### src/rtl/ldqdc_pkg.sv
// ldqdc_pkg: shared types, constants and grading / depth functions for the
// latency driven queue depth control block
// no dependencies
package ldqdc_pkg;

   // default parameter values
   localparam int DEF_READ_MAX_DEPTH  = 256;
   localparam int DEF_WRITE_MAX_DEPTH = 128;
   localparam int DEF_OTHER_MAX_DEPTH = 64;
   localparam int DEF_LATENCY_BITS    = 40;

   // target reset values in ns, truncated to the latency width at use
   localparam logic [63:0] READ_TARGET_RESET  = 64'd2000000;
   localparam logic [63:0] WRITE_TARGET_RESET = 64'd10000000;

   // csr port geometry: two 64-bit registers at byte offsets 0 and 8
   localparam int CSR_DATA_BITS = 64;
   localparam int CSR_ADDR_BITS = 4;
   localparam int CSR_SEL_BIT   = 3;

   // register select codes (value of the address select bit)
   localparam logic REG_READ_TARGET  = 1'b0;
   localparam logic REG_WRITE_TARGET = 1'b1;

   // latency compare width, covers every latency width in range
   localparam int LAT_CALC_BITS = 64;

   // depth arithmetic width, covers max depth 4096 plus two
   localparam int DEPTH_CALC_BITS = 13;

   typedef logic [DEPTH_CALC_BITS-1:0] depth_calc_type;
   typedef logic [LAT_CALC_BITS-1:0]   lat_calc_type;

   // grade codes as seen on the result channel
   typedef logic [2:0] grade_type;
   localparam grade_type GRADE_NONE  = 3'd0;
   localparam grade_type GRADE_GREAT = 3'd1;
   localparam grade_type GRADE_GOOD  = 3'd2;
   localparam grade_type GRADE_BAD   = 3'd3;
   localparam grade_type GRADE_AWFUL = 3'd4;

   function automatic logic grade_pos(grade_type g);
      return (g == GRADE_GREAT) || (g == GRADE_GOOD);
   endfunction

   function automatic logic grade_neg(grade_type g);
      return (g == GRADE_BAD) || (g == GRADE_AWFUL);
   endfunction

   function automatic grade_type grade_of(logic has, lat_calc_type mean,
                                          lat_calc_type target);
      logic [LAT_CALC_BITS:0] twice;
      grade_type              g;
      twice = {target, 1'b0};
      priority if (!has) begin
         g = GRADE_NONE;
      end else if ({1'b0, mean} >= twice) begin
         g = GRADE_AWFUL;
      end else if (mean > target) begin
         g = GRADE_BAD;
      end else if (mean <= (target >> 1)) begin
         g = GRADE_GREAT;
      end else begin
         g = GRADE_GOOD;
      end
      return g;
   endfunction

   // clamp into 1..maxd
   function automatic depth_calc_type clamp_depth(depth_calc_type d, depth_calc_type maxd);
      depth_calc_type r;
      priority if (d == '0) begin
         r = depth_calc_type'(1);
      end else if (d > maxd) begin
         r = maxd;
      end else begin
         r = d;
      end
      return r;
   endfunction

   // d minus max(d >> sh, 1), floored at zero
   function automatic depth_calc_type cut_by(depth_calc_type d, int unsigned sh);
      depth_calc_type c;
      c = d >> sh;
      if (c == '0) begin
         c = depth_calc_type'(1);
      end
      return (c >= d) ? '0 : d - c;
   endfunction

   function automatic depth_calc_type adjust_rw(depth_calc_type d, depth_calc_type maxd,
                                                grade_type self, grade_type other);
      depth_calc_type r;
      r = d;
      if (!((self == GRADE_NONE) || (grade_pos(self) && grade_pos(other)) ||
            (grade_neg(self) && grade_neg(other)))) begin
         if (other == GRADE_NONE) begin
            r = d + depth_calc_type'(1);
         end else begin
            unique case (self)
               GRADE_GOOD:  r = cut_by(d, 3);
               GRADE_GREAT: r = cut_by(d, 2);
               GRADE_BAD:   r = d + depth_calc_type'(1);
               default:     r = d + depth_calc_type'(2);
            endcase
         end
         r = clamp_depth(r, maxd);
      end
      return r;
   endfunction

   function automatic depth_calc_type adjust_other(depth_calc_type d, depth_calc_type maxd,
                                                   grade_type rg, grade_type wg, logic have);
      depth_calc_type r;
      grade_type      g;
      r = d;
      priority if (rg == GRADE_NONE) begin
         g = wg;
      end else if (wg == GRADE_NONE) begin
         g = rg;
      end else begin
         // lower nonzero code is the better grade
         g = (rg < wg) ? rg : wg;
      end
      if ((rg == GRADE_NONE) && (wg == GRADE_NONE)) begin
         r = d + depth_calc_type'(2);
      end else if (have) begin
         unique case (g)
            GRADE_GREAT: r = d + depth_calc_type'(2);
            GRADE_GOOD:  r = d + depth_calc_type'(1);
            GRADE_BAD:   r = cut_by(d, 2);
            default:     r = d >> 1;
         endcase
      end
      return clamp_depth(r, maxd);
   endfunction

endpackage

### src/rtl/latency_driven_queue_depth_control.sv
// latency_driven_queue_depth_control: top level, grades window latencies and
// retunes the read, sync write and other token depths
// depends on ldqdc_pkg
//
// usage
//  - req channel: one item per latency statistics window (read and sync write
//    mean latency with sample flags, other-domain sample flag, stats active)
//  - rsp channel: one item per req item, in order: new read, sync write and
//    other depths, read and write grades, and a rearm flag for the window timer
//  - csr port: apb-style, two 64-bit registers, read target at offset 0 and
//    write target at offset 8; write only while the block is idle
//  - path: an accepted item is held in the input register, then moves into
//    the result register, from which rsp offers it
//  - throughput: one item per cycle unless rsp stalls; the depth update is a
//    single pass of compare and add logic between the input and result registers
//  - a stalled rsp holds its item; the input register keeps taking one more
//    item, then req_stall rises until the result register drains
//  - reset: depths go to their max values, targets to 2 ms and 10 ms,
//    both pipeline stages empty
module latency_driven_queue_depth_control
   import ldqdc_pkg::*;
#(
   parameter int READ_MAX_DEPTH  = DEF_READ_MAX_DEPTH,
   parameter int WRITE_MAX_DEPTH = DEF_WRITE_MAX_DEPTH,
   parameter int OTHER_MAX_DEPTH = DEF_OTHER_MAX_DEPTH,
   parameter int LATENCY_BITS    = DEF_LATENCY_BITS,
   localparam int READ_DW  = $clog2(READ_MAX_DEPTH + 1),
   localparam int WRITE_DW = $clog2(WRITE_MAX_DEPTH + 1),
   localparam int OTHER_DW = $clog2(OTHER_MAX_DEPTH + 1)
) (
   input  logic                     clock,
   input  logic                     reset,

   // input channel
   input  logic                     req_valid,
   output logic                     req_stall,
   input  logic                     req_read_has_samples,
   input  logic [LATENCY_BITS-1:0]  req_read_mean_ns,
   input  logic                     req_write_has_samples,
   input  logic [LATENCY_BITS-1:0]  req_write_mean_ns,
   input  logic                     req_other_has_samples,
   input  logic                     req_stats_active,

   // result channel
   output logic                     rsp_valid,
   input  logic                     rsp_stall,
   output logic [READ_DW-1:0]       rsp_read_depth_out,
   output logic [WRITE_DW-1:0]      rsp_write_depth_out,
   output logic [OTHER_DW-1:0]      rsp_other_depth_out,
   output logic [2:0]               rsp_read_grade,
   output logic [2:0]               rsp_write_grade,
   output logic                     rsp_rearm_timer,

   // configuration port
   input  logic                     csr_psel,
   input  logic                     csr_penable,
   input  logic                     csr_pwrite,
   input  logic [CSR_ADDR_BITS-1:0] csr_paddr,
   input  logic [CSR_DATA_BITS-1:0] csr_pwdata,
   output logic [CSR_DATA_BITS-1:0] csr_prdata,
   output logic                     csr_pready
);

   // ------------------------------------------------------------------
   // configuration registers
   // ------------------------------------------------------------------
   logic [LATENCY_BITS-1:0] read_target_ff,  read_target_in;
   logic [LATENCY_BITS-1:0] write_target_ff, write_target_in;
   logic                    csr_wr;

   assign csr_pready = 1'b1;
   assign csr_wr     = csr_psel && csr_penable && csr_pwrite && csr_pready;

   always_comb begin
      read_target_in  = read_target_ff;
      write_target_in = write_target_ff;
      if (csr_wr) begin
         unique case (csr_paddr[CSR_SEL_BIT])
            REG_READ_TARGET:  read_target_in  = csr_pwdata[LATENCY_BITS-1:0];
            REG_WRITE_TARGET: write_target_in = csr_pwdata[LATENCY_BITS-1:0];
         endcase
      end
   end

   // read mux, only the select bit of the address matters
   always_comb begin
      unique case (csr_paddr[CSR_SEL_BIT])
         REG_READ_TARGET:  csr_prdata = CSR_DATA_BITS'(read_target_ff);
         REG_WRITE_TARGET: csr_prdata = CSR_DATA_BITS'(write_target_ff);
      endcase
   end

   // ------------------------------------------------------------------
   // pipeline control: input register (s0) then result register (rsp)
   // ------------------------------------------------------------------
   logic s0_valid_ff, s0_valid_in;
   logic rsp_valid_ff, rsp_valid_in;
   logic advance;     // s0 item may move into the result register
   logic req_accept;
   logic s0_fire;

   assign advance    = !rsp_valid_ff || !rsp_stall;
   assign req_stall  = s0_valid_ff && !advance;
   assign req_accept = req_valid && !req_stall;
   assign s0_fire    = s0_valid_ff && advance;

   always_comb begin
      priority if (req_accept) begin
         s0_valid_in = 1'b1;
      end else if (advance) begin
         s0_valid_in = 1'b0;
      end else begin
         s0_valid_in = s0_valid_ff;
      end
   end

   always_comb begin
      priority if (s0_fire) begin
         rsp_valid_in = 1'b1;
      end else if (!rsp_stall) begin
         rsp_valid_in = 1'b0;
      end else begin
         rsp_valid_in = rsp_valid_ff;
      end
   end

   // input register payload
   logic                    s0_read_has_ff,  s0_read_has_in;
   logic [LATENCY_BITS-1:0] s0_read_mean_ff, s0_read_mean_in;
   logic                    s0_write_has_ff,  s0_write_has_in;
   logic [LATENCY_BITS-1:0] s0_write_mean_ff, s0_write_mean_in;
   logic                    s0_other_has_ff, s0_other_has_in;
   logic                    s0_active_ff,    s0_active_in;

   always_comb begin
      s0_read_has_in   = s0_read_has_ff;
      s0_read_mean_in  = s0_read_mean_ff;
      s0_write_has_in  = s0_write_has_ff;
      s0_write_mean_in = s0_write_mean_ff;
      s0_other_has_in  = s0_other_has_ff;
      s0_active_in     = s0_active_ff;
      if (req_accept) begin
         s0_read_has_in   = req_read_has_samples;
         s0_read_mean_in  = req_read_mean_ns;
         s0_write_has_in  = req_write_has_samples;
         s0_write_mean_in = req_write_mean_ns;
         s0_other_has_in  = req_other_has_samples;
         s0_active_in     = req_stats_active;
      end
   end

   // ------------------------------------------------------------------
   // grading and depth update, one combinational pass
   // ------------------------------------------------------------------
   logic [READ_DW-1:0]  read_depth_ff,  read_depth_in;
   logic [WRITE_DW-1:0] write_depth_ff, write_depth_in;
   logic [OTHER_DW-1:0] other_depth_ff, other_depth_in;

   grade_type      read_grade_c, write_grade_c;
   depth_calc_type read_next_c, write_next_c, other_next_c;
   logic           rearm_c;

   assign read_grade_c  = grade_of(s0_read_has_ff, LAT_CALC_BITS'(s0_read_mean_ff),
                                   LAT_CALC_BITS'(read_target_ff));
   assign write_grade_c = grade_of(s0_write_has_ff, LAT_CALC_BITS'(s0_write_mean_ff),
                                   LAT_CALC_BITS'(write_target_ff));

   // each domain looks at its own grade against the other one
   assign read_next_c  = adjust_rw(DEPTH_CALC_BITS'(read_depth_ff),
                                   DEPTH_CALC_BITS'(READ_MAX_DEPTH),
                                   read_grade_c, write_grade_c);
   assign write_next_c = adjust_rw(DEPTH_CALC_BITS'(write_depth_ff),
                                   DEPTH_CALC_BITS'(WRITE_MAX_DEPTH),
                                   write_grade_c, read_grade_c);
   assign other_next_c = adjust_other(DEPTH_CALC_BITS'(other_depth_ff),
                                      DEPTH_CALC_BITS'(OTHER_MAX_DEPTH),
                                      read_grade_c, write_grade_c, s0_other_has_ff);

   // while stats are not active, restart the window when latency is off target or other is throttled
   assign rearm_c = !s0_active_ff &&
                    (grade_neg(read_grade_c) || grade_neg(write_grade_c) ||
                     (other_next_c < DEPTH_CALC_BITS'(OTHER_MAX_DEPTH)));

   always_comb begin
      read_depth_in  = read_depth_ff;
      write_depth_in = write_depth_ff;
      other_depth_in = other_depth_ff;
      if (s0_fire) begin
         read_depth_in  = read_next_c[READ_DW-1:0];
         write_depth_in = write_next_c[WRITE_DW-1:0];
         other_depth_in = other_next_c[OTHER_DW-1:0];
      end
   end

   // result register payload
   logic [READ_DW-1:0]  rsp_read_depth_ff,  rsp_read_depth_in;
   logic [WRITE_DW-1:0] rsp_write_depth_ff, rsp_write_depth_in;
   logic [OTHER_DW-1:0] rsp_other_depth_ff, rsp_other_depth_in;
   grade_type           rsp_read_grade_ff,  rsp_read_grade_in;
   grade_type           rsp_write_grade_ff, rsp_write_grade_in;
   logic                rsp_rearm_ff,       rsp_rearm_in;

   always_comb begin
      rsp_read_depth_in  = rsp_read_depth_ff;
      rsp_write_depth_in = rsp_write_depth_ff;
      rsp_other_depth_in = rsp_other_depth_ff;
      rsp_read_grade_in  = rsp_read_grade_ff;
      rsp_write_grade_in = rsp_write_grade_ff;
      rsp_rearm_in       = rsp_rearm_ff;
      if (s0_fire) begin
         rsp_read_depth_in  = read_next_c[READ_DW-1:0];
         rsp_write_depth_in = write_next_c[WRITE_DW-1:0];
         rsp_other_depth_in = other_next_c[OTHER_DW-1:0];
         rsp_read_grade_in  = read_grade_c;
         rsp_write_grade_in = write_grade_c;
         rsp_rearm_in       = rearm_c;
      end
   end

   // ------------------------------------------------------------------
   // registers
   // ------------------------------------------------------------------
   always_ff @(posedge clock) begin
      if (reset) begin
         read_target_ff  <= LATENCY_BITS'(READ_TARGET_RESET);
         write_target_ff <= LATENCY_BITS'(WRITE_TARGET_RESET);
         s0_valid_ff     <= 1'b0;
         rsp_valid_ff    <= 1'b0;
         read_depth_ff   <= READ_DW'(READ_MAX_DEPTH);
         write_depth_ff  <= WRITE_DW'(WRITE_MAX_DEPTH);
         other_depth_ff  <= OTHER_DW'(OTHER_MAX_DEPTH);
      end else begin
         read_target_ff  <= read_target_in;
         write_target_ff <= write_target_in;
         s0_valid_ff     <= s0_valid_in;
         rsp_valid_ff    <= rsp_valid_in;
         read_depth_ff   <= read_depth_in;
         write_depth_ff  <= write_depth_in;
         other_depth_ff  <= other_depth_in;
      end
   end

   // payload, no reset needed
   always_ff @(posedge clock) begin
      s0_read_has_ff     <= s0_read_has_in;
      s0_read_mean_ff    <= s0_read_mean_in;
      s0_write_has_ff    <= s0_write_has_in;
      s0_write_mean_ff   <= s0_write_mean_in;
      s0_other_has_ff    <= s0_other_has_in;
      s0_active_ff       <= s0_active_in;
      rsp_read_depth_ff  <= rsp_read_depth_in;
      rsp_write_depth_ff <= rsp_write_depth_in;
      rsp_other_depth_ff <= rsp_other_depth_in;
      rsp_read_grade_ff  <= rsp_read_grade_in;
      rsp_write_grade_ff <= rsp_write_grade_in;
      rsp_rearm_ff       <= rsp_rearm_in;
   end

   // ------------------------------------------------------------------
   // outputs
   // ------------------------------------------------------------------
   assign rsp_valid           = rsp_valid_ff;
   assign rsp_read_depth_out  = rsp_read_depth_ff;
   assign rsp_write_depth_out = rsp_write_depth_ff;
   assign rsp_other_depth_out = rsp_other_depth_ff;
   assign rsp_read_grade      = rsp_read_grade_ff;
   assign rsp_write_grade     = rsp_write_grade_ff;
   assign rsp_rearm_timer     = rsp_rearm_ff;

   // ------------------------------------------------------------------
   // assertions
   // ------------------------------------------------------------------
   // stored depths never leave 1..max
   a_depth_range: assert property (@(posedge clock) disable iff (reset)
      (read_depth_ff != '0) && (read_depth_ff <= READ_DW'(READ_MAX_DEPTH)) &&
      (write_depth_ff != '0) && (write_depth_ff <= WRITE_DW'(WRITE_MAX_DEPTH)) &&
      (other_depth_ff != '0) && (other_depth_ff <= OTHER_DW'(OTHER_MAX_DEPTH)))
      else $error("stored depth out of range");

   // an empty input register never pushes back
   a_no_stall_empty: assert property (@(posedge clock) disable iff (reset)
      !s0_valid_ff |-> !req_stall)
      else $error("req_stall with empty input register");

   // the shown result and the stored state move together
   a_rsp_tracks_state: assert property (@(posedge clock) disable iff (reset)
      s0_fire |=> (rsp_read_depth_out == read_depth_ff) &&
                  (rsp_write_depth_out == write_depth_ff) &&
                  (rsp_other_depth_out == other_depth_ff) && rsp_valid)
      else $error("result depths differ from stored depths");

endmodule

### config.mk
export PLATFORM = sky130hd
export DESIGN_NAME = latency_driven_queue_depth_control
export DESIGN_NICKNAME = d
export VERILOG_FILES = /design/src/rtl/ldqdc_pkg.sv /design/src/rtl/latency_driven_queue_depth_control.sv
export SDC_FILE = /design/constraint.sdc
export NUM_CORES = 1
export LEC_CHECK = 0
export BUFFER_PORTS_ARGS = -buffer_cell sky130_fd_sc_hd__buf_2
export CAP_MARGIN = 10
export CORE_MARGIN = 2
export CORE_UTILIZATION = 30
export DETAILED_ROUTE_END_ITERATION = 10
export PLACE_DENSITY_LB_ADDON = 0.05
export SLEW_MARGIN = 40
export SYNTH_ARGS = -nofsm -noshare
export SYNTH_HDL_FRONTEND = slang
export SYNTH_SLANG_ARGS = --single-unit
### constraint.sdc
create_clock -name clock -period 7.79 [get_ports clock]
set_input_delay 1.558 -clock clock [delete_from_list [all_inputs] [get_ports clock]]
set_output_delay 1.558 -clock clock [all_outputs]
set_load 0.02 [all_outputs]
Word level (Yosys, flattened, before mapping)
Cells that the tools add are included.
{"block": "classes", "addsub": 11, "n_lt_le_gt_ge": 16, "n_eq_ne": 12, "n_mux": 58, "n_bitwise": 1, "reduce_logical": 38}
{"operator": "two-way mux 13 bit", "n": 28}
{"operator": "one-hot mux 64 bit (2 select lines)", "n": 1}
{"operator": "one-hot mux 13 bit (3 select lines)", "n": 3}
{"operator": "logical NOT 13 bit", "n": 8}
{"operator": ">= comparator 40 x 41 -> 1 bit", "n": 2}
{"operator": "greater-than comparator 40 bit", "n": 2}
{"operator": "<= comparator 40 x 39 -> 1 bit", "n": 2}
{"operator": "two-way mux 9 bit", "n": 3}
{"operator": ">= comparator 13 x 8 -> 1 bit", "n": 2}
{"operator": ">= comparator 13 x 9 -> 1 bit", "n": 2}
{"operator": "subtractor 8 x 13 -> 13 bit", "n": 2}
{"operator": "subtractor 9 x 13 -> 13 bit", "n": 2}
{"operator": "two-way mux 8 bit", "n": 3}
{"operator": "two-way mux 3 bit", "n": 7}
{"operator": "== test 3 x 2 -> 1 bit, second input constant", "n": 6}
{"operator": ">= comparator 13 x 7 -> 1 bit", "n": 1}
{"operator": "greater-than comparator 13 x 7 -> 1 bit, second input constant", "n": 1}
{"operator": "greater-than comparator 13 x 8 -> 1 bit, second input constant", "n": 1}
{"operator": "greater-than comparator 13 x 9 -> 1 bit, second input constant", "n": 1}
{"operator": "less-than comparator 13 x 7 -> 1 bit, second input constant", "n": 1}
{"operator": "subtractor 7 x 13 -> 13 bit", "n": 1}
{"operator": "two-way mux 6 bit", "n": 2}
{"operator": "logical OR 1 bit", "n": 11}
{"operator": "adder 9 x 1 -> 10 bit, second input constant", "n": 1}
{"operator": "19 further kinds", "n": 43}
{"block": "word_totals", "register_bits": 221, "input_bits": 159, "output_inout_bits": 98, "elab_cells": 155}

Logic depth before layout (Yosys ltp)
Gate-level depths: netlist of the first run.
{"block": "logic_depth", "word_depth": 24, "depth_mapped": 24, "ltp_nobuf": 22}

Worst setup path after synthesis of the first run
OpenSTA, ideal clock, no wires.
{"block": "synth_path", "kind": "input -> register", "start": "in rsp_stall", "end": "reg s0_active_ff, enable pin", "setup_ns": 0.535, "arrival_ns": 5.549, "t_required_ns": 7.255, "setup_slack_ns": 1.706, "path_stages": 2, "n_path_buf": 0, "cell_sequence": "and3_1 -> nor2b_1"}
{"block": "synth_via", "elab_chain_cells": 6}
{"item": "from (decl)", "line_no": "latency_driven_queue_depth_control.sv:46", "rtl": "input logic rsp_stall,"}
{"item": "logical NOT 1 bit"}
{"item": "logical OR 1 bit", "line_no": "latency_driven_queue_depth_control.sv:102", "rtl": "assign advance = !rsp_valid_ff || !rsp_stall;"}
{"item": "logical NOT 1 bit", "line_no": "latency_driven_queue_depth_control.sv:103", "rtl": "assign req_stall = s0_valid_ff && !advance;"}
{"item": "logical AND 1 bit", "line_no": "latency_driven_queue_depth_control.sv:103"}
{"item": "logical NOT 1 bit", "line_no": "latency_driven_queue_depth_control.sv:104", "rtl": "assign req_accept = req_valid && !req_stall;"}
{"item": "logical AND 1 bit", "line_no": "latency_driven_queue_depth_control.sv:104"}
{"item": "named net req_accept", "line_no": "latency_driven_queue_depth_control.sv:99", "rtl": "logic req_accept;"}
{"item": "to (signal assigned)", "line_no": "latency_driven_queue_depth_control.sv:250", "rtl": "s0_active_ff <= s0_active_in;"}
{"item": "to (decl)", "line_no": "latency_driven_queue_depth_control.sv:133", "rtl": "logic s0_active_ff, s0_active_in;"}
The timed path passes the listed nets, and every way through them passes these cells.
A chain may end at the register's enable or synchronous reset.

Final worst setup path of the first run
{"block": "layout_path", "start": "reg read_target_ff[11]", "end": "reg rsp_other_depth_ff[0] (netlist: rsp_other_depth_out[0]) (data pin)"}
{"block": "layout_via", "elab_chain_cells": 16, "elab_cells_between_ends": 23, "classes_between": "order compare (5); eq/ne (3); mux (12); reduce/logical (3)"}
{"item": "from (decl)", "line_no": "latency_driven_queue_depth_control.sv:67", "rtl": "logic [LATENCY_BITS-1:0] read_target_ff, read_target_in;"}
{"item": "from (signal assigned)", "line_no": "latency_driven_queue_depth_control.sv:225", "rtl": "read_target_ff <= LATENCY_BITS'(READ_TARGET_RESET);"}
{"item": "from (signal assigned)", "line_no": "latency_driven_queue_depth_control.sv:233", "rtl": "read_target_ff <= read_target_in;"}
{"item": "<= comparator 40 x 39 -> 1 bit", "line_no": "ldqdc_pkg.sv:61", "rtl": "end else if (mean <= (target >> 1)) begin"}
{"item": "two-way mux 2 bit", "line_no": "ldqdc_pkg.sv:61"}
{"item": "two-way mux 2 bit", "line_no": "ldqdc_pkg.sv:59", "rtl": "end else if (mean > target) begin"}
{"item": "two-way mux 3 bit *", "line_no": "ldqdc_pkg.sv:57", "rtl": "end else if ({1'b0, mean} >= twice) begin"}
{"item": "two-way mux 3 bit *", "line_no": "ldqdc_pkg.sv:55", "rtl": "priority if (!has) begin"}
{"item": "named net read_grade_c[1]", "line_no": "latency_driven_queue_depth_control.sv:159", "rtl": "grade_type read_grade_c, write_grade_c;"}
{"item": "less-than comparator 3 bit", "line_no": "ldqdc_pkg.sv:124", "rtl": "g = (rg < wg) ? rg : wg;"}
{"item": "two-way mux 3 bit", "line_no": "ldqdc_pkg.sv:124"}
{"item": "[2 not listed]"}
{"item": "== test 3 x 2 -> 1 bit / == test 3 x 1 -> 1 bit (equally long branches)", "line_no": "ldqdc_pkg.sv:129", "rtl": "unique case (g)"}
{"item": "one-hot mux 13 bit (3 select lines)", "line_no": "ldqdc_pkg.sv:129"}
{"item": "two-way mux 13 bit", "line_no": "ldqdc_pkg.sv:128", "rtl": "end else if (have) begin"}
{"item": "two-way mux 13 bit *", "line_no": "ldqdc_pkg.sv:126", "rtl": "if ((rg == GRADE_NONE) && (wg == GRADE_NONE)) begin"}
{"item": "greater-than comparator 13 x 7 -> 1 bit", "line_no": "ldqdc_pkg.sv:74", "rtl": "end else if (d > maxd) begin"}
{"item": "two-way mux 13 bit", "line_no": "ldqdc_pkg.sv:74"}
{"item": "two-way mux 13 bit *", "line_no": "ldqdc_pkg.sv:72", "rtl": "priority if (d == '0) begin"}
{"item": "named net other_next_c[0]", "line_no": "latency_driven_queue_depth_control.sv:160", "rtl": "depth_calc_type read_next_c, write_next_c, other_next_c;"}
{"item": "to (signal assigned)", "line_no": "latency_driven_queue_depth_control.sv:253", "rtl": "rsp_other_depth_ff <= rsp_other_depth_in;"}
{"item": "to (decl)", "line_no": "latency_driven_queue_depth_control.sv:198", "rtl": "logic [OTHER_DW-1:0] rsp_other_depth_ff, rsp_other_depth_in;"}
Mark *: on every way through the listed nets, which the timed path passes. The rest lies on a longest branch.

==> reports/metrics.csv, run 1 <==
stage;metric;value;unit
worst_setup_path;crit_buf_inv;1;
detailed_routing;drt-pass1-iter-count;6;
hold_path;hold_depth;2;
clock_network;clock_sinks;221;
detailed_routing;vias;15044;
power_and_ir_drop;p_switching;0.00101;W
synth;yosys_warnings;0;
clock_network;clk_pin_slew;0.06;ns
worst_setup_path;path_class;reg -> reg;
power_and_ir_drop;power_switching_share;30.7;%
outcome;outcome;finished, final reports clean;
timing;finalCritPeriodShare;83.1;%
worst_setup_path;critPathTopFamily;compound AO/OA/AOI/OAI gates;
timing;slew_viol_final;0;
timing;setup_ws;1.32;ns
detailed_routing;drc;0;
hold_path;holdCritPathClass;reg -> reg;
worst_setup_path;crit_path_max_fanout;13;
worst_setup_path;cp.required;8.08;ns
worst_setup_path;startpoint_type;flip-flop;
final_layout;drive_gt1_share;13.3;%
detailed_routing;wl_per_cell;19.2;µm
timing;rsz0062_at_grt;no;
die;rows;87;
final_layout;final_util;34.9;%
clock_network;cts_tree;done;
power_and_ir_drop;p_clk_share;39.7;%
timing;clock.fmax;0.155;GHz
final_layout;area_growth;15.6;%
power_and_ir_drop;vdd_drop_max;0.183;mV
worst_setup_path;r2r_cells;21;
synth;synth-seq-area-share;33.0;%
placed_design;placed_cell_area;18600;µm²
final_layout;final_cell_mix;nand2_1 (321), ha_1 (273), a21oi_1 (220);
synth;synthFlopType;edfxtp_1;
worst_setup_path;cp_slowest_cell;nor3_1;
worst_setup_path;crit_chain;inv_1 > ha_1 > a21oi_1 > o21ai_0 > a221oi_1 > o221ai_1 > nor3_1 > nor2_1 > nor2_1 > nor2_1 > ha_1 > o21a_1 > or2_2 > nand2b_1 > o2111a_1 > o2111a_2 > o21ai_0 > o21a_1 > a211o_1 > or4_4 > o21ai_0;
worst_setup_path;cp.depth;21;
die;die_h;241;µm
power_and_ir_drop;p_per_area;168;nW/µm²
global_routing;grt_overflow;0;
die;die_area;58300;µm²
die;chipWidth;241;µm
global_routing;grt_pass1_vias;14760;
clock_network;cts_max_level;1;
placed_design;place_congestion;0.881;
final_layout;fin_nets;2596;
clock_network;hold_buffers;0;
synth;synth_edf_count;115;
clock_network;clk_path_buf_depth;3;
synth;netlist-cell-type-count;82;
final_layout;stdcell_area;19600;µm²
placed_design;pre_cts_ws;1.56;ns
timing;worst-slew-pin-transition;0.783;ns
timing;finClkSkew;0.0451;ns
power_and_ir_drop;combPwrFrac;19.7;%
power_and_ir_drop;p_seq_share;40.6;%
clock_network;cts_made_buffers;28;
clock_network;clkLatencyLatePin;0.60;ns
placed_design;port_buffers;204;
clock_network;cts_root_buffer;clkbuf_16;
detailed_routing;drtIter0Drc;727;
synth;synth_async_sr_flop_share;0;%
worst_setup_path;worst_setup_path_end_kind;flip-flop;
timing;hold_violations;0;
clock_network;post-cts-setup-buffers;0;
power_and_ir_drop;intPower;0.00228;W
flow_run;cap_violations;0;
power_and_ir_drop;p_leak;7.96;nW
detailed_routing;detail-route-antenna-nets;0;
global_routing;grt_max_degree;79;
die;start_util;30.2;%
global_routing;grt_antenna_before_repair;3;
detailed_routing;vias_per_cell;5.12;
timing;max_slew_margin;46.5;%
placed_design;hpwl;44300;µm
timing;hold_slack;0.453;ns
final_layout;fill_cells;5922;
timing;setup_violations;0;
detailed_routing;wirelength;56500;µm
synth;synth-seq-cells;221;
synth;syn_area;16900;µm²
final_layout;final_common_cell;nand2_1;
timing;setup_tns;0;ns
worst_setup_path;max_stage_delay;0.68;ns
timing;min_period;6.47;ns
synth;syn_avg_cell_area;8.50;µm²
worst_setup_path;arrival;6.76;ns
die;core_area;56100;µm²
synth;synthCells;1990;
global_routing;grt_usage;19.2;%
clock_network;cts_resized;0;
die;boundaryPins;257;
global_routing;grt_pass1_wl;86300;µm
[per-stage QoR]
stage               power [W]  cells
finish                0.00329   2939
global route          0.00347   2938
CTS                   0.00334   2937
detailed placement    0.00201   2885
global placement      0.00200   2885
floorplan             0.00179   2013
[cells by family (layout without fill, tap and decap cells)]
logic type,count (synthesis),after routing,synth area share (%)
mux,11,11,0.688
compound gates,544,544,19.9
simple gates,645,645,17.4
fa+ha+maj,279,279,20.8
flops,221,221,33.0
other cells,2,27,0.0444
buf+inv,248,416,6.10
xor+xnor,40,40,2.07
[routing by layer]
layer,track usage [%],up-vias,part of all wire (%)
li1,-,7547,-
met1,26.6,7071,48
met2,31.4,348,46
met3,2.23,78,3.8
met4,5.39,0,2.6
met5,0,-,0
[synthesized netlist by cell type (13+ instances only)]
cell	number	area, µm²
a211oi_1	13	97.6
a21o_1	33	248
a21oi_1	220	1100
and3_1	14	87.6
buf_4	26	195
clkbuf_1	66	248
dfxtp_1	106	2120
edfxtp_1	115	3450
ha_1	273	3420
inv_1	144	541
nand2_1	322	1210
nand3_1	43	215
nand4_1	53	332
nor2_1	102	383
nor2b_1	20	125
nor3_1	30	150
o211ai_1	24	180
o21a_1	14	105
o21ai_0	116	581
xnor2_1	34	298
[tightest hold or removal path: cells and delay by family, from the launching register on]
family | cells | cell delay, ns
AND/OR/NAND/NOR | 1 | 0.05
AO/OA/AOI/OAI | 1 | 0.05
flip-flops | 1 | 0.31
[flip-flops by register name, indices dropped and copies added, names as in the netlist, 3 cells and up]
register             flops
read_target_ff          40
s0_read_mean_ff         40
rsp_read_depth_out       9
rsp_write_grade          3
rsp_other_depth_out      7
s0_write_mean_ff        40
other_depth_ff           7
write_depth_ff           8
rsp_read_grade           3
read_depth_ff            9
rsp_write_depth_out      8
write_target_ff         40
[path summary, 6_finish.rpt]
kind,from,to,slack (ns)
max reg2reg,read_target_ff[11],rsp_other_depth_out[0],1.32
max,read_target_ff[11],rsp_other_depth_out[0],1.32
min reg2reg,read_target_ff[16],read_target_ff[16],0.45
min,read_target_ff[16],read_target_ff[16],0.45
[power by group through the flow]
stage,combinational [W],sequential [W],clock (W)
finish,0.000648,0.00134,0.00131
global route,0.000732,0.00134,0.00140
CTS,0.000651,0.00134,0.00136
detailed placement,0.000648,0.00136,0
global placement,0.000639,0.00136,0
floorplan,0.000447,0.00135,0
[layout make-up]
cell class | count | area [µm²] | share of cell area [%]
diodes | 2 | 5.00 | 0.0256
inverters | 147 | 552 | 2.82
well taps | 756 | 946 | 4.84
clock inverters | 15 | 160 | 0.819
repair buffers | 217 | 1120 | 5.75
clock buffers | 37 | 754 | 3.86
multi-input cells | 1544 | 10400 | 53.4
flip-flops and latches | 221 | 5580 | 28.5
Power figures use the tool's default switching activity.
==> inputs of run 2 (changes only) <==
==> constraint.sdc (replaced) <==
create_clock -name clock -period 6.4 [get_ports clock]
set_input_delay 1.28 -clock clock [delete_from_list [all_inputs] [get_ports clock]]
set_output_delay 1.28 -clock clock [all_outputs]
set_load 0.02 [all_outputs]
==> run 2 against run 1 <==
  * Register-to-register slack got worse by 0.73 ns
  * Combinational power is 24% higher
  * Final area is 1.0% higher
  * Worst hold slack barely moved
  * Critical path type unchanged
  * Largest cell class unchanged
==> reports/metrics.csv, run 2 (synthesis gave the netlist of run 1 again) <==
stage;metric;value;unit
detailed_routing;wl_per_cell;19.1;µm
timing;worst-slew-pin-transition;0.810;ns
placed_design;place_congestion;0.867;
power_and_ir_drop;power_switching_share;30.0;%
power_and_ir_drop;p_clk_share;40.6;%
final_layout;fill_cells;5898;
power_and_ir_drop;p_leak;8.08;nW
die;rows;87;
final_layout;fin_nets;2616;
die;die_h;241;µm
clock_network;clk_path_buf_depth;3;
timing;clock.fmax;0.172;GHz
global_routing;grt_pass1_wl;87700;µm
timing;max_slew_margin;46.0;%
clock_network;cts_resized;0;
timing;slew_viol_final;0;
hold_path;hold_end;read_target_ff[8];
clock_network;post-cts-setup-buffers;0;
final_layout;stdcell_area;19800;µm²
worst_setup_path;worst_setup_path_end_kind;flip-flop;
power_and_ir_drop;intPower;0.00286;W
die;core_area;56100;µm²
placed_design;placed_cell_area;18800;µm²
timing;rsz0062_at_grt;no;
hold_path;hold_depth;2;
timing;setup_violations;0;
power_and_ir_drop;p_switching;0.00123;W
final_layout;final_cell_mix;nand2_1 (321), ha_1 (273), a21oi_1 (220);
placed_design;port_buffers;204;
final_layout;drive_gt1_share;14.0;%
timing;finClkSkew;0.0459;ns
final_layout;area_growth;16.8;%
detailed_routing;drc;0;
power_and_ir_drop;vdd_drop_max;0.221;mV
worst_setup_path;arrival;6.29;ns
hold_path;holdCritPathClass;reg -> reg;
global_routing;grt_max_degree;82;
worst_setup_path;cp.required;6.88;ns
detailed_routing;wirelength;56600;µm
power_and_ir_drop;p_per_area;207;nW/µm²
hold_path;hp-start;read_target_ff[8];
die;chipWidth;241;µm
worst_setup_path;startpoint_type;flip-flop;
clock_network;clkLatencyLatePin;0.60;ns
clock_network;cts_tree;done;
timing;min_period;5.81;ns
detailed_routing;drt-pass1-iter-count;5;
outcome;outcome;finished, final reports clean;
power_and_ir_drop;p_seq_share;39.8;%
global_routing;grt_usage;19.4;%
worst_setup_path;r2r_cells;22;
worst_setup_path;rr_startpoint;s0_read_mean_ff[9];
clock_network;cts_root_buffer;clkbuf_16;
worst_setup_path;rrSetupSlack;0.59;ns
placed_design;hpwl;44500;µm
clock_network;hold_buffers;0;
power_and_ir_drop;combPwrFrac;19.7;%
die;die_area;58300;µm²
detailed_routing;vias_per_cell;5.09;
timing;finalCritPeriodShare;90.8;%
clock_network;cts_made_buffers;28;
flow_run;cap_violations;0;
clock_network;clk_pin_slew;0.06;ns
die;boundaryPins;257;
timing;setup_tns;0;ns
clock_network;cts_max_level;1;
worst_setup_path;path_class;reg -> reg;
global_routing;grt_antenna_before_repair;4;
detailed_routing;vias;15063;
worst_setup_path;crit_path_max_fanout;12;
clock_network;clock_sinks;221;
global_routing;grt_pass1_vias;14981;
global_routing;grt_overflow;0;
detailed_routing;drtIter0Drc;694;
final_layout;final_common_cell;nand2_1;
detailed_routing;detail-route-antenna-nets;0;
worst_setup_path;reg2reg_to;other_depth_ff[0];
timing;hold_violations;0;
die;start_util;30.2;%
==> run 2: cell types whose count changed in the layout (fill, tap and decap cells not counted), moves of 2 or more <==
| cell | previous run | this run |
|---|---|---|
| clkbuf_8 | 2 | 0 |
| clkinv_1 | 4 | 7 |
| bufinv_16 | 2 | 4 |
| buf_4 | 13 | 33 |
| clkinv_2 | 7 | 9 |
| clkbuf_1 | 7 | 2 |
==> run 2: power groups by stage <==
stage | registers, W | clock network (W) | logic (W)
floorplan | 0.00164 | 0 | 0.000544
global placement | 0.00165 | 0 | 0.000790
detailed placement | 0.00165 | 0 | 0.000804
CTS | 0.00162 | 0.00171 | 0.000808
global route | 0.00163 | 0.00177 | 0.000910
finish | 0.00162 | 0.00166 | 0.000803
==> run 2: worst max-delay path, cell delays in order (launching register included) <==
cell and delay [ns]:
edfxtp_1 0.44, ha_1 0.32, a21oi_1 0.15, o21ai_0 0.12
a221oi_1 0.52, o221ai_1 0.23, nor3_1 0.36, buf_4 0.20
nor2_1 0.05, nor2_1 0.18, nor2_1 0.09, ha_1 0.32
o21a_1 0.20, or2_2 0.28, nand2b_1 0.14, o2111a_1 0.14
o2111a_2 0.38, o21ai_1 0.31, a31oi_1 0.13, o22ai_1 0.23
nand4_1 0.14, or4_4 0.54, a221oi_2 0.22
==> run 2: layout make-up <==
cell class / instances / area (µm²) / area share, %
inverters: 147 / 552 / 2.79
diodes: 2 / 5.00 / 0.0253
well taps: 756 / 946 / 4.79
multi-input cells: 1544 / 10400 / 52.8
repair buffers: 237 / 1270 / 6.45
clock inverters: 21 / 233 / 1.18
flip-flops and latches: 221 / 5580 / 28.2
clock buffers: 31 / 733 / 3.71
==> run 2: per-layer routing <==
layer	share of wire (%)	GRT usage, %
met5	0	0
met4	2.5	5.27
met3	3.6	2.24
met2	46	32.5
met1	48	26.4
==> run 2: how the worst max path moves through the flow <==
stage	startpoint	endpoint	slack (ns)	cells after the start
global placement	read_target_ff[32]	other_depth_ff[0]	0.62	22
finish	s0_read_mean_ff[9]	other_depth_ff[0]	0.59	22
global route	read_target_ff[32]	other_depth_ff[0]	0.05	22
detailed placement	read_target_ff[32]	other_depth_ff[0]	0.52	22
floorplan	rsp_stall	s0_active_ff	0.59	2
CTS	read_target_ff[32]	other_depth_ff[0]	0.47	22
==> run 2: per-stage QoR <==
step           cells  setup WS (ns)  hold WS (ns)  power (W)  util, %
6_report        2959          0.591         0.453    0.00408     35.3
3_3_place_gp    2905          0.616         0.442    0.00244     33.5
4_1_cts         2957          0.467         0.454    0.00415     35.2
2_1_floorplan   2013          0.594         0.436    0.00218        -
5_1_grt         2959         0.0459         0.472    0.00431     35.3
3_5_place_dp    2905          0.522         0.446    0.00246     33.5
==> inputs of run 3 (changes only) <==
--- a/config.mk
+++ b/config.mk
@@ -7,6 +7,7 @@
 export LEC_CHECK = 0
 export BUFFER_PORTS_ARGS = -buffer_cell sky130_fd_sc_hd__buf_2
 export CAP_MARGIN = 10
+export CORE_ASPECT_RATIO = 1.4
 export CORE_MARGIN = 2
 export CORE_UTILIZATION = 30
 export DETAILED_ROUTE_END_ITERATION = 10
==> run 3 against run 2 <==
  * Clock power down 6%
  * Die area about the same
  * Critical path depth fell by 1
  * Power is 2.2% lower
  * Non-clock buffer count shrank 2
  * Sequential cell count did not move
  * Combinational power rose by 0.6%
  * Worst setup slack worse by 0.13 ns
  * Worst hold slack improved by 0.0011 ns
  * First-iteration DRC count rose by 12%
  * Wire length rose by 2.1%
  * Via count rose by 0.39%
==> reports/metrics.csv, run 3 (synthesis gave the netlist of run 1 again) <==
stage;metric;value;unit
outcome;outcome;finished, final reports clean;
timing;rsz0062_at_grt;no;
worst_setup_path;path_class;reg -> reg;
global_routing;grt_usage;19.6;%
die;chipWidth;205;µm
final_layout;fin_nets;2613;
power_and_ir_drop;power_switching_share;30.5;%
clock_network;cts_tree;done;
detailed_routing;vias;15121;
power_and_ir_drop;p_clk_share;39.1;%
die;die_h;285;µm
detailed_routing;vias_per_cell;5.16;
flow_run;cap_violations;0;
timing;slew_viol_final;0;
timing;finalCritPeriodShare;92.8;%
clock_network;clock_sinks;221;
power_and_ir_drop;combPwrFrac;20.2;%
final_layout;final_common_cell;nand2_1;
placed_design;port_buffers;204;
timing;worst-slew-pin-transition;0.826;ns
hold_path;hp-start;read_target_ff[26];
final_layout;final_cell_mix;nand2_1 (322), ha_1 (273), a21oi_1 (219);
timing;finClkSkew;0.0199;ns
hold_path;holdCritPathClass;reg -> reg;
power_and_ir_drop;vdd_drop_max;0.197;mV
clock_network;cts_max_level;1;
worst_setup_path;rrSetupSlack;0.46;ns
die;start_util;30.2;%
worst_setup_path;cp.required;6.88;ns
timing;clock.fmax;0.168;GHz
final_layout;area_growth;16.3;%
clock_network;cts_made_buffers;27;
timing;setup_violations;0;
timing;max_slew_margin;45.0;%
power_and_ir_drop;finalPower;0.00399;W
placed_design;hpwl;46100;µm
clock_network;post-cts-setup-buffers;0;
die;core_area;56100;µm²
detailed_routing;wirelength;57800;µm
die;boundaryPins;257;
global_routing;grt_pass1_wl;89100;µm
worst_setup_path;arrival;6.43;ns
global_routing;grt_max_degree;66;
power_and_ir_drop;p_switching;0.00122;W
final_layout;multi_input_area;10500;µm²
clock_network;clk_pin_slew;0.06;ns
final_layout;fill_cells;5821;
hold_path;hold_end;read_target_ff[26];
global_routing;grt_pass1_vias;15530;
power_and_ir_drop;intPower;0.00277;W
final_layout;seqCellArea;5580;µm²
timing;setup_tns;0;ns
power_and_ir_drop;p_seq_share;40.6;%
global_routing;grt_overflow;0;
timing;min_period;5.94;ns
power_and_ir_drop;p_per_area;203;nW/µm²
detailed_routing;wl_per_cell;19.7;µm
placed_design;place_congestion;0.891;
detailed_routing;detail-route-antenna-nets;0;
detailed_routing;drc;0;
worst_setup_path;reg2reg_to;other_depth_ff[0];
worst_setup_path;rr_startpoint;s0_read_mean_ff[35];
detailed_routing;drt-pass1-iter-count;5;
worst_setup_path;r2r_cells;21;
hold_path;hold_depth;2;
worst_setup_path;crit_path_max_fanout;13;
timing;hold_violations;0;
clock_network;clk_path_buf_depth;3;
worst_setup_path;startpoint_type;flip-flop;
final_layout;drive_gt1_share;13.9;%
detailed_routing;drtIter0Drc;774;
die;rows;103;
die;die_area;58300;µm²
clock_network;cts_root_buffer;clkbuf_16;
global_routing;grt_antenna_before_repair;1;
worst_setup_path;worst_setup_path_end_kind;flip-flop;
power_and_ir_drop;p_leak;8.06;nW
clock_network;clkLatencyLatePin;0.57;ns
-- run 3: worst max path at each step --
stage                                   end           startpoint  slack [ns]  cells past startpoint
after CTS                 other_depth_ff[0]  s0_read_mean_ff[36]        0.28                     20
final                     other_depth_ff[0]  s0_read_mean_ff[35]        0.46                     21
after global placement    other_depth_ff[0]   read_target_ff[32]        0.40                     23
after global routing      other_depth_ff[0]   read_target_ff[32]        0.15                     22
after detailed placement  other_depth_ff[0]  s0_read_mean_ff[36]        0.30                     20
after floorplan                s0_active_ff            rsp_stall        0.59                      2
-- run 3: worst max-delay path: stages (launching register included) --
cell and delay (ns):
edfxtp_1 0.44, ha_1 0.34, nand4_1 0.23, nor3_1 0.09, a221oi_1 0.38, o221ai_1 0.23
nor3_1 0.64, nor2_1 0.12, nor2_1 0.19, nor2_1 0.09, ha_1 0.30, o21a_1 0.14
or2_2 0.11, nand2b_1 0.09, o2111a_1 0.18, o2111a_2 0.42, nand2_4 0.14, or3_1 0.38
a311oi_2 0.41, nand4_1 0.16, or4_4 0.55, a221oi_2 0.21
-- run 3: final cells by class --
type	instances	area share, %
well taps	735	4.68
diodes	1	0.0127
clock buffers	36	4.03
clock inverters	13	0.503
multi-input cells	1544	53.1
inverters	147	2.81
repair buffers	235	6.50
flip-flops and latches	221	28.3
-- run 3: metal layers --
layer / vias up / track usage, % / wire [µm]
met3: 74 / 1.82 / 2060
met5: - / 0 / 0
met4: 0 / 6.34 / 1740
li1: 7564 / - / -
met2: 346 / 36.6 / 30000
met1: 7137 / 23.2 / 24100
-- run 3: repair_timing --
action                     in CTS  in global routing
setup endpoints to repair       0                  2
hold buffers                    0                  0
resized for setup               0                  3
-- run 3: through the flow --
| step | hold slack, ns | util (%) | cell area, µm² | setup slack (ns) | std cells |
|---|---|---|---|---|---|
| floorplan | 0.436 | - | 17000 | 0.594 | 2013 |
| global placement | 0.442 | 33.4 | 18700 | 0.395 | 2881 |
| detailed placement | 0.447 | 33.5 | 18800 | 0.304 | 2882 |
| CTS | 0.455 | 35.1 | 19700 | 0.283 | 2931 |
| global route | 0.471 | 35.1 | 19700 | 0.153 | 2932 |
| finish | 0.454 | 35.1 | 19700 | 0.458 | 2932 |
-- run 3: power by group through the flow --
| stage | Clock, W | Combinational, W | Sequential [W] |
|---|---|---|---|
| 6_report | 0.00156 | 0.000808 | 0.00162 |
| 5_1_grt | 0.00167 | 0.000907 | 0.00163 |
| 3_5_place_dp | 0 | 0.000809 | 0.00165 |
| 4_1_cts | 0.00162 | 0.000813 | 0.00162 |
| 2_1_floorplan | 0 | 0.000544 | 0.00164 |
| 3_3_place_gp | 0 | 0.000795 | 0.00166 |
